===== src/design/reciprocal_frequency_counter_unit_assert.svh =====
// ---------------------------------------------------------------------------
// Assertion macros for the reciprocal frequency counter
// Shared forms for same-cycle and next-cycle implication checks.
// ---------------------------------------------------------------------------
`ifndef RECIPROCAL_FREQUENCY_COUNTER_UNIT_ASSERT_SVH
`define RECIPROCAL_FREQUENCY_COUNTER_UNIT_ASSERT_SVH

// The consequent must hold in the same cycle as the antecedent.
`define RFC_ASSERT_IMP(label, clk, rst, ante, cons) \
  label: assert property (@(posedge clk) disable iff (rst) (ante) |-> (cons)) \
    else $error("same-cycle implication check failed");

// The consequent must hold in the cycle after the antecedent.
`define RFC_ASSERT_NXT(label, clk, rst, ante, cons) \
  label: assert property (@(posedge clk) disable iff (rst) (ante) |=> (cons)) \
    else $error("next-cycle implication check failed");

`endif


===== src/design/rfc_pkg.sv =====
// ---------------------------------------------------------------------------
// rfc_pkg
// Field widths, register indexes and controller/datapath signal groups.
// ---------------------------------------------------------------------------
package rfc_pkg;

  // Widths of configuration registers and result fields.
  localparam int MIN_WIN_W = 32;
  localparam int CLK_HZ_W  = 28;
  localparam int CFG_DATA_W = 32;
  localparam int CFG_IDX_W = 1;
  localparam int FREQ_W    = 40;
  localparam int OUT_EDGE_W = 32;
  localparam int OUT_TICK_W = 48;
  localparam int FRAC_BITS = 16;

  // Register indexes.
  localparam logic [CFG_IDX_W-1:0] REG_MIN_WINDOW = 1'b0;
  localparam logic [CFG_IDX_W-1:0] REG_CLOCK_HZ   = 1'b1;

  // Register reset values.
  localparam logic [MIN_WIN_W-1:0] MIN_WIN_RESET = 32'd500000;
  localparam logic [CLK_HZ_W-1:0]  CLK_HZ_RESET  = 28'd20000000;

  // Commands from the controller to the datapath.
  typedef struct packed {
    logic accept;
    logic mul_step;
    logic div_step;
    logic out_load;
  } rfc_cmd_t;

  // Status from the datapath to the controller.
  typedef struct packed {
    logic close;
    logic out_free;
  } rfc_status_t;

endpackage


===== src/design/rfc_if.sv =====
// ---------------------------------------------------------------------------
// rfc_if
// Valid/ready channels for input samples and measurement results.
// ---------------------------------------------------------------------------

// Input channel: one sampled level per transfer.
interface rfc_in_if;
  logic valid;
  logic ready;
  logic signal_level;

  modport source(output valid, output signal_level, input ready);
  modport sink(input valid, input signal_level, output ready);
endinterface

// Result channel: one closed measurement window per transfer.
interface rfc_out_if import rfc_pkg::*; ();
  logic              valid;
  logic              ready;
  logic [FREQ_W-1:0]     frequency_q16;
  logic [OUT_EDGE_W-1:0] edges_in_window;
  logic [OUT_TICK_W-1:0] window_ticks;

  modport source(output valid, output frequency_q16, output edges_in_window,
                 output window_ticks, input ready);
  modport sink(input valid, input frequency_q16, input edges_in_window,
               input window_ticks, output ready);
endinterface


===== src/design/rfc_ctrl.sv =====
// ---------------------------------------------------------------------------
// rfc_ctrl
// Sequencer: accepts samples, then steps the serial multiplier and the
// serial divider when a window closes, and hands the result to the output.
// ---------------------------------------------------------------------------
`include "reciprocal_frequency_counter_unit_assert.svh"

module rfc_ctrl import rfc_pkg::*; #(
  parameter int EDGE_BITS = 32
) (
  input  logic        clk,
  input  logic        rst,
  input  logic        in_valid,
  output logic        in_ready,
  input  rfc_status_t status,
  output rfc_cmd_t    cmd
);

  localparam int NUM_W = EDGE_BITS + CLK_HZ_W + FRAC_BITS;
  localparam int CNT_W = $clog2(NUM_W);

  typedef enum logic [1:0] {S_IDLE, S_MUL, S_DIV, S_DONE} state_t;

  state_t            state;
  logic [CNT_W-1:0]  count;
  logic              last;

  assign last = (count == '0);

  // Commands decoded from the current state.
  always_comb begin
    in_ready     = (state == S_IDLE);
    cmd.accept   = in_valid && in_ready;
    cmd.mul_step = (state == S_MUL);
    cmd.div_step = (state == S_DIV);
    cmd.out_load = (state == S_DONE) && status.out_free;
  end

  // State and step counter.
  always_ff @(posedge clk) begin
    if (rst) begin
      state <= S_IDLE;
      count <= '0;
    end else begin
      unique case (state)
        S_IDLE: begin
          if (cmd.accept && status.close) begin
            state <= S_MUL;
            count <= CNT_W'(EDGE_BITS - 1);
          end
        end
        S_MUL: begin
          if (last) begin
            state <= S_DIV;
            count <= CNT_W'(NUM_W - 1);
          end else begin
            count <= count - 1'b1;
          end
        end
        S_DIV: begin
          if (last) begin
            state <= S_DONE;
          end else begin
            count <= count - 1'b1;
          end
        end
        S_DONE: begin
          if (status.out_free) begin
            state <= S_IDLE;
          end
        end
        default: begin
          state <= S_IDLE;
        end
      endcase
    end
  end

  // A closing sample starts the multiply.
  `RFC_ASSERT_NXT(a_close_starts_mul, clk, rst, cmd.accept && status.close, state == S_MUL)
  // The last divide step leads to the hand-off state.
  `RFC_ASSERT_NXT(a_div_ends, clk, rst, cmd.div_step && last, state == S_DONE)
  // A loaded result returns the sequencer to accepting samples.
  `RFC_ASSERT_NXT(a_load_returns, clk, rst, cmd.out_load, in_ready)

endmodule


===== src/design/rfc_datapath.sv =====
// ---------------------------------------------------------------------------
// rfc_datapath
// Tick and edge counters, configuration registers, a shift-add multiplier,
// a restoring divider and the result register.
// ---------------------------------------------------------------------------
`include "reciprocal_frequency_counter_unit_assert.svh"

module rfc_datapath import rfc_pkg::*; #(
  parameter int TICK_BITS = 48,
  parameter int EDGE_BITS = 32
) (
  input  logic                  clk,
  input  logic                  rst,
  input  logic                  cfg_write,
  input  logic [CFG_IDX_W-1:0]  cfg_index,
  input  logic [CFG_DATA_W-1:0] cfg_data,
  input  logic                  signal_level,
  input  rfc_cmd_t              cmd,
  output rfc_status_t           status,
  rfc_out_if.source             results
);

  localparam int PROD_W = EDGE_BITS + CLK_HZ_W;
  localparam int CMP_W  = (TICK_BITS > MIN_WIN_W) ? TICK_BITS : MIN_WIN_W;
  localparam logic [TICK_BITS-1:0] TICK_MAX = '1;
  localparam logic [EDGE_BITS-1:0] EDGE_MAX = '1;

  logic [MIN_WIN_W-1:0] min_window;
  logic [CLK_HZ_W-1:0]  clock_hz;
  logic                 prev_level;
  logic [TICK_BITS-1:0] tick_count;
  logic [EDGE_BITS-1:0] edge_count;

  logic [EDGE_BITS-1:0] mplier;
  logic [PROD_W-1:0]    acc;
  logic [TICK_BITS-1:0] dvsr;
  logic [EDGE_BITS-1:0] win_edges;
  logic [TICK_BITS-1:0] rem;
  logic [FREQ_W-1:0]    quot;
  logic                 quot_ovf;
  logic                 out_valid;

  logic                 falling;
  logic                 close;
  logic [TICK_BITS-1:0] ticks_new;
  logic [EDGE_BITS-1:0] edges_new;
  logic [PROD_W-1:0]    mul_sum;
  logic [TICK_BITS:0]   rem_sh;
  logic [TICK_BITS:0]   rem_diff;
  logic                 div_ge;

  // Counter updates for the sample on the input, and the window-close test.
  always_comb begin
    falling   = prev_level && !signal_level;
    ticks_new = (tick_count == TICK_MAX) ? tick_count : tick_count + 1'b1;
    edges_new = (edge_count == EDGE_MAX) ? edge_count : edge_count + 1'b1;
    close     = falling && (CMP_W'(ticks_new) >= CMP_W'(min_window));
  end

  // One multiplier bit per step, most significant first.
  assign mul_sum = {acc[PROD_W-2:0], 1'b0}
                 + (mplier[EDGE_BITS-1] ? PROD_W'(clock_hz) : '0);

  // One quotient bit per step; the product shifts out of acc and zeros
  // follow it, which supplies the fraction bits of the dividend.
  always_comb begin
    rem_sh   = {rem, acc[PROD_W-1]};
    rem_diff = rem_sh - {1'b0, dvsr};
    div_ge   = (rem_sh >= {1'b0, dvsr});
  end

  always_comb begin
    status.close    = close;
    status.out_free = !out_valid || results.ready;
  end

  // Configuration registers.
  always_ff @(posedge clk) begin
    if (rst) begin
      min_window <= MIN_WIN_RESET;
      clock_hz   <= CLK_HZ_RESET;
    end else if (cfg_write) begin
      unique case (cfg_index)
        REG_MIN_WINDOW: min_window <= cfg_data;
        REG_CLOCK_HZ:   clock_hz   <= cfg_data[CLK_HZ_W-1:0];
        default: ;
      endcase
    end
  end

  // Level history and window counters.
  always_ff @(posedge clk) begin
    if (rst) begin
      prev_level <= 1'b0;
      tick_count <= '0;
      edge_count <= '0;
    end else if (cmd.accept) begin
      prev_level <= signal_level;
      if (close) begin
        tick_count <= '0;
        edge_count <= '0;
      end else begin
        tick_count <= ticks_new;
        if (falling) begin
          edge_count <= edges_new;
        end
      end
    end
  end

  // Multiply and divide operands.
  always_ff @(posedge clk) begin
    if (cmd.accept && close) begin
      mplier    <= edges_new;
      win_edges <= edges_new;
      dvsr      <= ticks_new;
      acc       <= '0;
      rem       <= '0;
      quot      <= '0;
      quot_ovf  <= 1'b0;
    end else if (cmd.mul_step) begin
      acc    <= mul_sum;
      mplier <= {mplier[EDGE_BITS-2:0], 1'b0};
    end else if (cmd.div_step) begin
      acc      <= {acc[PROD_W-2:0], 1'b0};
      rem      <= div_ge ? rem_diff[TICK_BITS-1:0] : rem_sh[TICK_BITS-1:0];
      quot     <= {quot[FREQ_W-2:0], div_ge};
      quot_ovf <= quot_ovf || quot[FREQ_W-1];
    end
  end

  // Result register and its valid flag.
  always_ff @(posedge clk) begin
    if (rst) begin
      out_valid <= 1'b0;
    end else if (cmd.out_load) begin
      out_valid <= 1'b1;
    end else if (results.ready) begin
      out_valid <= 1'b0;
    end
  end

  always_ff @(posedge clk) begin
    if (cmd.out_load) begin
      results.frequency_q16   <= quot_ovf ? '1 : quot;
      results.edges_in_window <= OUT_EDGE_W'(win_edges);
      results.window_ticks    <= OUT_TICK_W'(dvsr);
    end
  end

  assign results.valid = out_valid;

  // A window close clears both counters.
  `RFC_ASSERT_NXT(a_close_clears, clk, rst, cmd.accept && close, tick_count == '0 && edge_count == '0)
  // Between closes the tick counter, below its maximum, advances by one per accepted sample.
  `RFC_ASSERT_NXT(a_tick_adv, clk, rst, cmd.accept && !close && tick_count != TICK_MAX, tick_count == $past(tick_count) + 1'b1)
  // A load always presents a result.
  `RFC_ASSERT_NXT(a_load_valid, clk, rst, cmd.out_load, out_valid)

endmodule


===== src/design/reciprocal_frequency_counter_unit.sv =====
// ---------------------------------------------------------------------------
// reciprocal_frequency_counter_unit
// Counts ticks and falling edges of a sampled level; when a falling edge
// closes a window of at least the minimum length, reports
// edges * clock_hz / ticks in Q24.16 hertz with the edge and tick counts.
// ---------------------------------------------------------------------------
//
//  Channel   Direction  Contents
//  samples   in         signal_level
//  results   out        frequency_q16, edges_in_window, window_ticks
//  cfg       in         cfg_write, cfg_index, cfg_data (write only)
//
//  A sample that does not close a window leaves the unit ready for the next sample.
//  A closing sample holds off the next sample until the sequencer has run
//  EDGE_BITS shift-add multiply steps and EDGE_BITS + 44 restoring divide
//  steps on one shared accumulator and handed the result to the output.
//  The result waits in an output register; while it is stalled, the next
//  finished measurement waits in the sequencer and no sample is taken.
//  Reset clears the counters and restores the register defaults at once.
//
module reciprocal_frequency_counter_unit import rfc_pkg::*; #(
  parameter int TICK_BITS = 48,
  parameter int EDGE_BITS = 32
) (
  input  logic                  clk,
  input  logic                  rst,
  input  logic                  cfg_write,
  input  logic [CFG_IDX_W-1:0]  cfg_index,
  input  logic [CFG_DATA_W-1:0] cfg_data,
  rfc_in_if.sink                samples,
  rfc_out_if.source             results
);

  rfc_cmd_t    cmd;
  rfc_status_t status;
  logic        in_ready;

  assign samples.ready = in_ready;

  // Sequencer.
  rfc_ctrl #(
    .EDGE_BITS(EDGE_BITS)
  ) u_ctrl (
    .clk      (clk),
    .rst      (rst),
    .in_valid (samples.valid),
    .in_ready (in_ready),
    .status   (status),
    .cmd      (cmd)
  );

  // Counters and arithmetic.
  rfc_datapath #(
    .TICK_BITS(TICK_BITS),
    .EDGE_BITS(EDGE_BITS)
  ) u_datapath (
    .clk          (clk),
    .rst          (rst),
    .cfg_write    (cfg_write),
    .cfg_index    (cfg_index),
    .cfg_data     (cfg_data),
    .signal_level (samples.signal_level),
    .cmd          (cmd),
    .status       (status),
    .results      (results)
  );

endmodule

===== src/flat_wrapper.sv =====
// flat-port wrapper written by rule: the top's interface ports become plain ports
module reciprocal_frequency_counter_unit_flat import rfc_pkg::*;
#(
  parameter int TICK_BITS = 48,
  parameter int EDGE_BITS = 32
)
  (clk, rst, cfg_write, cfg_index, cfg_data, samples_valid, samples_signal_level, samples_ready, results_valid, results_frequency_q16, results_edges_in_window, results_window_ticks, results_ready);
  rfc_in_if samples_i ();
  rfc_out_if results_i ();
  input  logic clk;
  input  logic rst;
  input  logic cfg_write;
  input  logic [CFG_IDX_W-1:0] cfg_index;
  input  logic [CFG_DATA_W-1:0] cfg_data;
  input wire logic [$bits(samples_i.valid)-1:0] samples_valid;
  input wire logic [$bits(samples_i.signal_level)-1:0] samples_signal_level;
  output wire logic [$bits(samples_i.ready)-1:0] samples_ready;
  output wire logic [$bits(results_i.valid)-1:0] results_valid;
  output wire logic [$bits(results_i.frequency_q16)-1:0] results_frequency_q16;
  output wire logic [$bits(results_i.edges_in_window)-1:0] results_edges_in_window;
  output wire logic [$bits(results_i.window_ticks)-1:0] results_window_ticks;
  input wire logic [$bits(results_i.ready)-1:0] results_ready;
  assign samples_i.valid = samples_valid;
  assign samples_i.signal_level = samples_signal_level;
  assign samples_ready = samples_i.ready;
  assign results_valid = results_i.valid;
  assign results_frequency_q16 = results_i.frequency_q16;
  assign results_edges_in_window = results_i.edges_in_window;
  assign results_window_ticks = results_i.window_ticks;
  assign results_i.ready = results_ready;
  reciprocal_frequency_counter_unit #(.TICK_BITS(TICK_BITS), .EDGE_BITS(EDGE_BITS)) u_core (.clk(clk), .rst(rst), .cfg_write(cfg_write), .cfg_index(cfg_index), .cfg_data(cfg_data), .samples(samples_i), .results(results_i));
endmodule

===== config.mk =====
export PLATFORM = sky130hd
export DESIGN_NAME = reciprocal_frequency_counter_unit_flat
export DESIGN_NICKNAME = d
export VERILOG_FILES = /design/src/design/rfc_pkg.sv /design/src/design/rfc_if.sv /design/src/design/rfc_ctrl.sv /design/src/design/rfc_datapath.sv /design/src/design/reciprocal_frequency_counter_unit.sv /design/src/flat_wrapper.sv
export VERILOG_INCLUDE_DIRS = /design/src /design/src/design
export SDC_FILE = /design/constraint.sdc
export NUM_CORES = 1
export LEC_CHECK = 0
export BUFFER_PORTS_ARGS = -buffer_cell sky130_fd_sc_hd__clkbuf_2
export CAP_MARGIN = 40
export CORE_MARGIN = 2
export CORE_UTILIZATION = 57
export CTS_BUF_LIST = sky130_fd_sc_hd__clkbuf_8
export CTS_CLUSTER_SIZE = 14
export DETAILED_ROUTE_END_ITERATION = 8
export HOLD_SLACK_MARGIN = 0.12
export PLACE_DENSITY = 0.78
export SYNTH_ARGS = -nofsm -noshare
export SYNTH_HDL_FRONTEND = slang
export SYNTH_SLANG_ARGS = --single-unit

===== constraint.sdc =====
create_clock -name clk -period 6.7 [get_ports clk]
set_clock_uncertainty 0.1 [all_clocks]
set_input_delay 1.005 -clock clk [delete_from_list [all_inputs] [get_ports clk]]
set_output_delay 1.005 -clock clk [all_outputs]
set_load 0.01 [all_outputs]

======== Word-level counts from Yosys, hierarchy flattened ========
Cells that the tools add are included.
storage, ports and cells
  bits in registers ....................... 532
  latch bits .............................. 0
  bits in writable memories ............... 0
  memory bits (read-only) ................. 0
  input bits .............................. 39
  output and inout bits ................... 122
  logic and storage cells ................. 81
  memories kept ........................... 0
cells by class
  add/sub/neg operators ................... 5
  multiply operators ...................... 0
  divide/modulo/power cells ............... 0
  order comparisons ....................... 2
  eq/ne operators ......................... 10
  shift operators ......................... 0
  mux-type cells .......................... 22
  bitwise operators ....................... 2
  reduce and logical (&&, ||, !) cells .... 22
operator list
  kind                   number
  $mux 32                5
  $mux 48                3
  $mux 60                2
  $add 60x28->60         1
  $ge 49x48->1           1
  $add 48x1->48 const B  1
  $eq 48x48->1 const B   1
  $ge 48x32->1           1
  $sub 48x48->48         1
  $add 32x1->32 const B  1
  $eq 32x32->1 const B   1
  $mux 28                1
  $mux 7                 3
  $pmux 7 s3             1
  $mux 2                 4
  $ne 2x2->1 const B     4
  $pmux 2 s4             1
  $reduce_and 2->1       4
  $reduce_bool 2->1      4
  $logic_not 7->1        1
  $sub 7x1->7 const B    1
  $logic_and 1x1->1      5
  $eq 2x2->1 const B     2
  $reduce_and 4->1       1
  other kinds (9)        13

======== Logic depth before layout (Yosys ltp) ========
  word-level depth ........................ 7
  gate-level depth with buffers ........... 24

======== Modules after synthesis ========
From an unflattened synthesis, not the netlist that was laid out.
unflattened totals
  cells, all modules ...................... 2886
  area total of the unflattened synthesis .. 26859.5 um^2
modules (own cells, without submodules)
  module        instances  cells each  area each (um^2)  sequential area each (um^2)
  rfc_datapath  1          2807        26156.3           12792.3
  rfc_ctrl      1          79          703.2             180.2

======== Worst setup path after synthesis ========
OpenSTA, ideal clock, no wires.
  path kind ............................... input-to-reg
  from .................................... input port results_ready
  to ...................................... register u_core.u_datapath.results.edges_in_window[0], enable pin
  setup time .............................. 615 ps
  data arrival time ....................... 6379 ps
  required time ........................... 5985 ps
  slack ................................... -394 ps
  stages .................................. 2
  buffers on the path ..................... 0
  cells stage by stage .................... nor2b_1 nor2b_1
RTL lines
  what                  line                 source
  start, declared       flat_wrapper.sv:22   input wire logic [$bits(results_i.ready)-1:0] results_ready;
  end signal, assigned  rfc_datapath.sv:146  results.edges_in_window <= OUT_EDGE_W'(win_edges);
  end, declared         rfc_if.sv:24         modport source(output valid, output frequency_q16, output edges_in_window,

======== Final worst setup path ========
  from .................................... register u_core.u_datapath.tick_count[34]
  to ...................................... register u_core.u_datapath.win_edges[5], enable pin
between the ends
  word-level cells in the longest chain between the ends .. 5
RTL lines
  what                                       line                 source
  start, declared                            rfc_datapath.sv:31   logic [TICK_BITS-1:0] tick_count;
  start signal, assigned                     rfc_datapath.sv:103  tick_count <= ticks_new;
  $eq 48x48->1                               rfc_datapath.sv:55   ticks_new = (tick_count == TICK_MAX) ? tick_count : tick_count + 1'b1;
  $mux 48                                    rfc_datapath.sv:55
  named net u_core.u_datapath.ticks_new[27]  rfc_datapath.sv:45   logic [TICK_BITS-1:0] ticks_new;
  $ge 48x32->1                               rfc_datapath.sv:57   close = falling && (CMP_W'(ticks_new) >= CMP_W'(min_window));
  $logic_and 1x1->1                          rfc_datapath.sv:57
  $logic_and 1x1->1                          rfc_datapath.sv:113  if (cmd.accept && close) begin
  end signal, assigned                       rfc_datapath.sv:115  win_edges <= edges_new;
  end, declared                              rfc_datapath.sv:37   logic [EDGE_BITS-1:0] win_edges;
The timed path passes the listed nets, and every way through them passes these cells.
A chain may end at the register's enable or synchronous reset.

==> results.py <==
metrics = {
    "run_status": {
        "status": "finished with violations",
        "violations": "DRC",
    },
    "synth": {
        "synth_compound_area_frac": 0.1503,
        "yosys.area_share.simple": 0.1859,
        "synth_top_family_by_area": "simple AND/OR/NAND/NOR gates",
        "synthXorXnorAreaFrac": 0.05570,
        "syn_area_sq_um": 27050,
        "synth_mux_area_frac": 0.03377,
        "synthFlopType": "dfxtp_1",
        "syn_nets": 3037,
        "synth_seq_cells": 532,
        "synth_fa_ha_area_frac": 0.05422,
        "ys_async_sr_fraction": 0,
        "synthCells": 2882,
        "avgSynthCellArea_sq_um": 9.384,
        "yosysWarnings": 0,
        "synth.distinct_cells": 83,
        "ys_seq_area_frac": 0.4796,
        "synth_edf_count": 232,
    },
    "clock_tree": {
        "ctsLongestPathBuffers": 3,
        "cts_made_buffers": 88,
        "h-tree-depth": 3,
        "cts_setup_buffers": 0,
        "clock_latency_ns": 0.70,
        "cts.reportedPaths.clkPinSlew_ns": 0.07,
        "cts_root_buf": "clkbuf_8",
        "cts_tree": "built",
        "cts.sinks": 532,
    },
    "worst_setup_path": {
        "reg2reg_slack_ns": 0.47,
        "crit_path_start": "u_core.u_datapath.tick_count[34]$_SDFFE_PP0P_",
        "r2r-start": "u_core.u_datapath.tick_count[34]$_SDFFE_PP0P_",
        "crit_chain": "nand4_1, nor4_4, nand4_1, and2_1, nand2_1, nor3_1, nand3_1, xnor2_1, ha_1, and4_1, nand3_1, or4_1, nor4_1, a21oi_1, and4_2, a21o_2, inv_8, buf_12",
        "path_buf_inv": 2,
        "worst_path_largest_cell_delay_ns": 0.60,
        "crit_arrival_ns": 6.48,
        "start_kind": "flop",
        "crit_path_max_fanout": 113,
        "worstSetupPathType": "flop to flop",
        "end_kind": "flop",
        "crit_family": "simple AND/OR/NAND/NOR gates",
        "timing.rr.end": "u_core.u_datapath.win_edges[5]$_DFFE_PN_",
        "worstPathRequired_ns": 6.95,
        "cp_slowest_cell": "or4_1",
        "rr_worst_depth": 18,
    },
    "die": {
        "die_x_microns": 221.8,
        "initial_utilization": 0.5797,
        "io_pins": 161,
        "rows": 79,
        "die_h_microns": 221.8,
        "core_sq_um": 46650,
        "dieArea_sq_um": 49210,
    },
    "job": {
        "drv_cap": 0,
    },
    "global_route": {
        "grt_antenna_before_repair": 3,
        "met1_usage": 0.3543,
        "first_global_vias": 20990,
        "grtUsageMet2": 0.4506,
        "met3_usage": 0.04718,
        "grt_overflow": 0,
        "grt.total_usage": 0.2703,
        "grt_first_pass_wirelength_microns": 108500,
        "busiest_layer": "met2",
        "grt_max_degree": 114,
    },
    "worst_hold_path": {
        "hp-class": "flop to flop",
        "hold_path_end": "u_core.u_datapath.results.edges_in_window[19]$_DFFE_PP_",
        "min_path_cells": 0,
        "hp-start": "u_core.u_datapath.win_edges[19]$_DFFE_PN_",
    },
    "timing": {
        "finalCritPeriodShare": 0.9302,
        "fin_tns_setup_ns": 0,
        "slew_violations": 0,
        "tightest_slew_ns": 0.9517,
        "setup_viol": 0,
        "max_freq_mhz": 160.5,
        "finalWorstSetupSlack_ns": 0.4679,
        "max_slew_margin": 0.3597,
        "hold_viol": 0,
        "timing.hold.ws_ns": 0.2902,
        "grt_setup_unrepaired": "false",
        "period_minus_slack_ns": 6.232,
    },
    "final_layout": {
        "multi_input_area_sq_um": 13030,
        "nFillCells": 3777,
        "finalNonFillerCells": 3694,
        "seq_area_sq_um": 12970,
        "mostFrequentLayoutCell": "nand2_1",
        "layout_common_cells": "nand2_1 (384), dfxtp_1 (300), nor2_1 (246)",
        "final_nets": 3170,
        "area_delta_synth_final_pct": 12.20,
        "drive_gt1_frac": 0.1312,
    },
    "routing": {
        "drtAntennaViolNets": 0,
        "vias": 21820,
        "wire_per_inst_microns": 18.28,
        "viasPerCell": 5.908,
        "dr.pass1.iters": 7,
        "drt_wl_total_microns": 67520,
        "drtIter0Drc": 1757,
        "post-route-drc-count": 10,
    },
    "placement": {
        "port_buffers": 160,
        "dp_cells": 3532,
        "post-place-ws_ns": 0.5640,
        "dpl.hpwl_microns": 47470,
        "gp_congestion": 0.9909,
    },
    "power": {
        "peakVddDrop_mv": 0.2781,
        "power.density_nw_per_um2": 332.9,
        "p_leak_uw": 0.01195,
    },
}
==> registers in the layout (all words and copies together) (netlist names) <==
| name | count |
|---|---|
| u_core.u_datapath.clock_hz | 28 |
| u_core.u_datapath.acc | 60 |
| u_core.u_datapath.rem | 48 |
| u_core.u_ctrl.count | 7 |
| u_core.u_ctrl.state | 2 |
| u_core.u_datapath.quot | 40 |
| u_core.u_datapath.min_window | 32 |
| u_core.u_datapath.edge_count | 32 |
| u_core.u_datapath.results.window_ticks | 48 |
| u_core.u_datapath.mplier | 32 |
| u_core.u_datapath.prev_level | 1 |
| u_core.u_datapath.quot_ovf | 1 |
| u_core.u_datapath.win_edges | 32 |
| u_core.u_datapath.dvsr | 48 |
| u_core.u_datapath.results.valid | 1 |
| u_core.u_datapath.results.frequency_q16 | 40 |
| u_core.u_datapath.results.edges_in_window | 32 |
| u_core.u_datapath.tick_count | 48 |
==> cell usage after synthesis, types with 87 or more instances <==
cell type	instances	area, sq um
nand2_1	384	1441
dfxtp_1	300	6006
nor2_1	247	927.1
edfxtp_1	232	6967
a21oi_1	205	1026
inv_1	123	461.7
clkbuf_1	118	442.9
o21ai_0	117	585.6
ha_1	114	1426
xnor2_1	104	910.9
a211oi_1	93	698.2
mux2i_1	89	890.9
nand3_1	87	435.4
==> power by group <==
group          internal [uW]  switching (uW)
clock network           1680            1370
registers               3760             301
logic                   1220            1780
==> stage by stage <==
step | total power (uW) | cell area [sq um] | util
global route | 10700 | 30350 | 0.6504
floorplan | 6427 | 27050 | -
CTS | 10120 | 30340 | 0.6502
detailed placement | 7047 | 28430 | 0.6094
global placement | 6919 | 28270 | 0.6059
finish | 10100 | 30350 | 0.6504
==> cells by family after synthesis <==
kind of cell             Yosys count
adder cells (fa/ha/maj)          116
buffers and inverters            279
AND/OR/NAND/NOR                 1058
flip-flops                       532
XOR/XNOR                         172
AO/OA/AOI/OAI                    634
multiplexers                      91
==> cell type report <==
cell class,count,area share
Multi-Input combinational cell,2071,0.4293
Clock buffer,105,0.04762
Tap cell,607,0.02503
Inverter,124,0.01559
Antenna cell,1,0.00008246
Clock inverter,56,0.01509
Timing Repair Buffer,198,0.03979
Sequential cell,532,0.4275
==> worst max-delay path by stage <==
stage                                               end  cells past startpoint  slack (ns)
6_report       u_core.u_datapath.win_edges[5]$_DFFE_PN_                     18        0.47
5_1_grt          u_core.u_datapath.mplier[13]$_DFFE_PP_                     19       0.009
4_1_cts            u_core.u_datapath.dvsr[21]$_DFFE_PN_                     18        0.50
3_5_place_dp        u_core.u_datapath.dvsr[4]$_DFFE_PN_                     17        0.56
3_3_place_gp        u_core.u_datapath.dvsr[2]$_DFFE_PN_                     17        0.63
2_1_floorplan       u_core.u_datapath.dvsr[0]$_DFFE_PN_                     21        1.11
==> layer usage <==
layer / vias to the layer above / wire length (microns)
met5: - / 26
met1: 10470 / 29130
li1: 10540 / -
met4: 4 / 1840
met2: 681 / 32220
met3: 132 / 4303
==> timing repair <==
item | 4_1_cts | 5_1_grt
setup endpoints to repair | 0 | 54
hold buffers | 0 | 0
gates resized for setup | 0 | 2
Power figures use the tool's default switching activity.
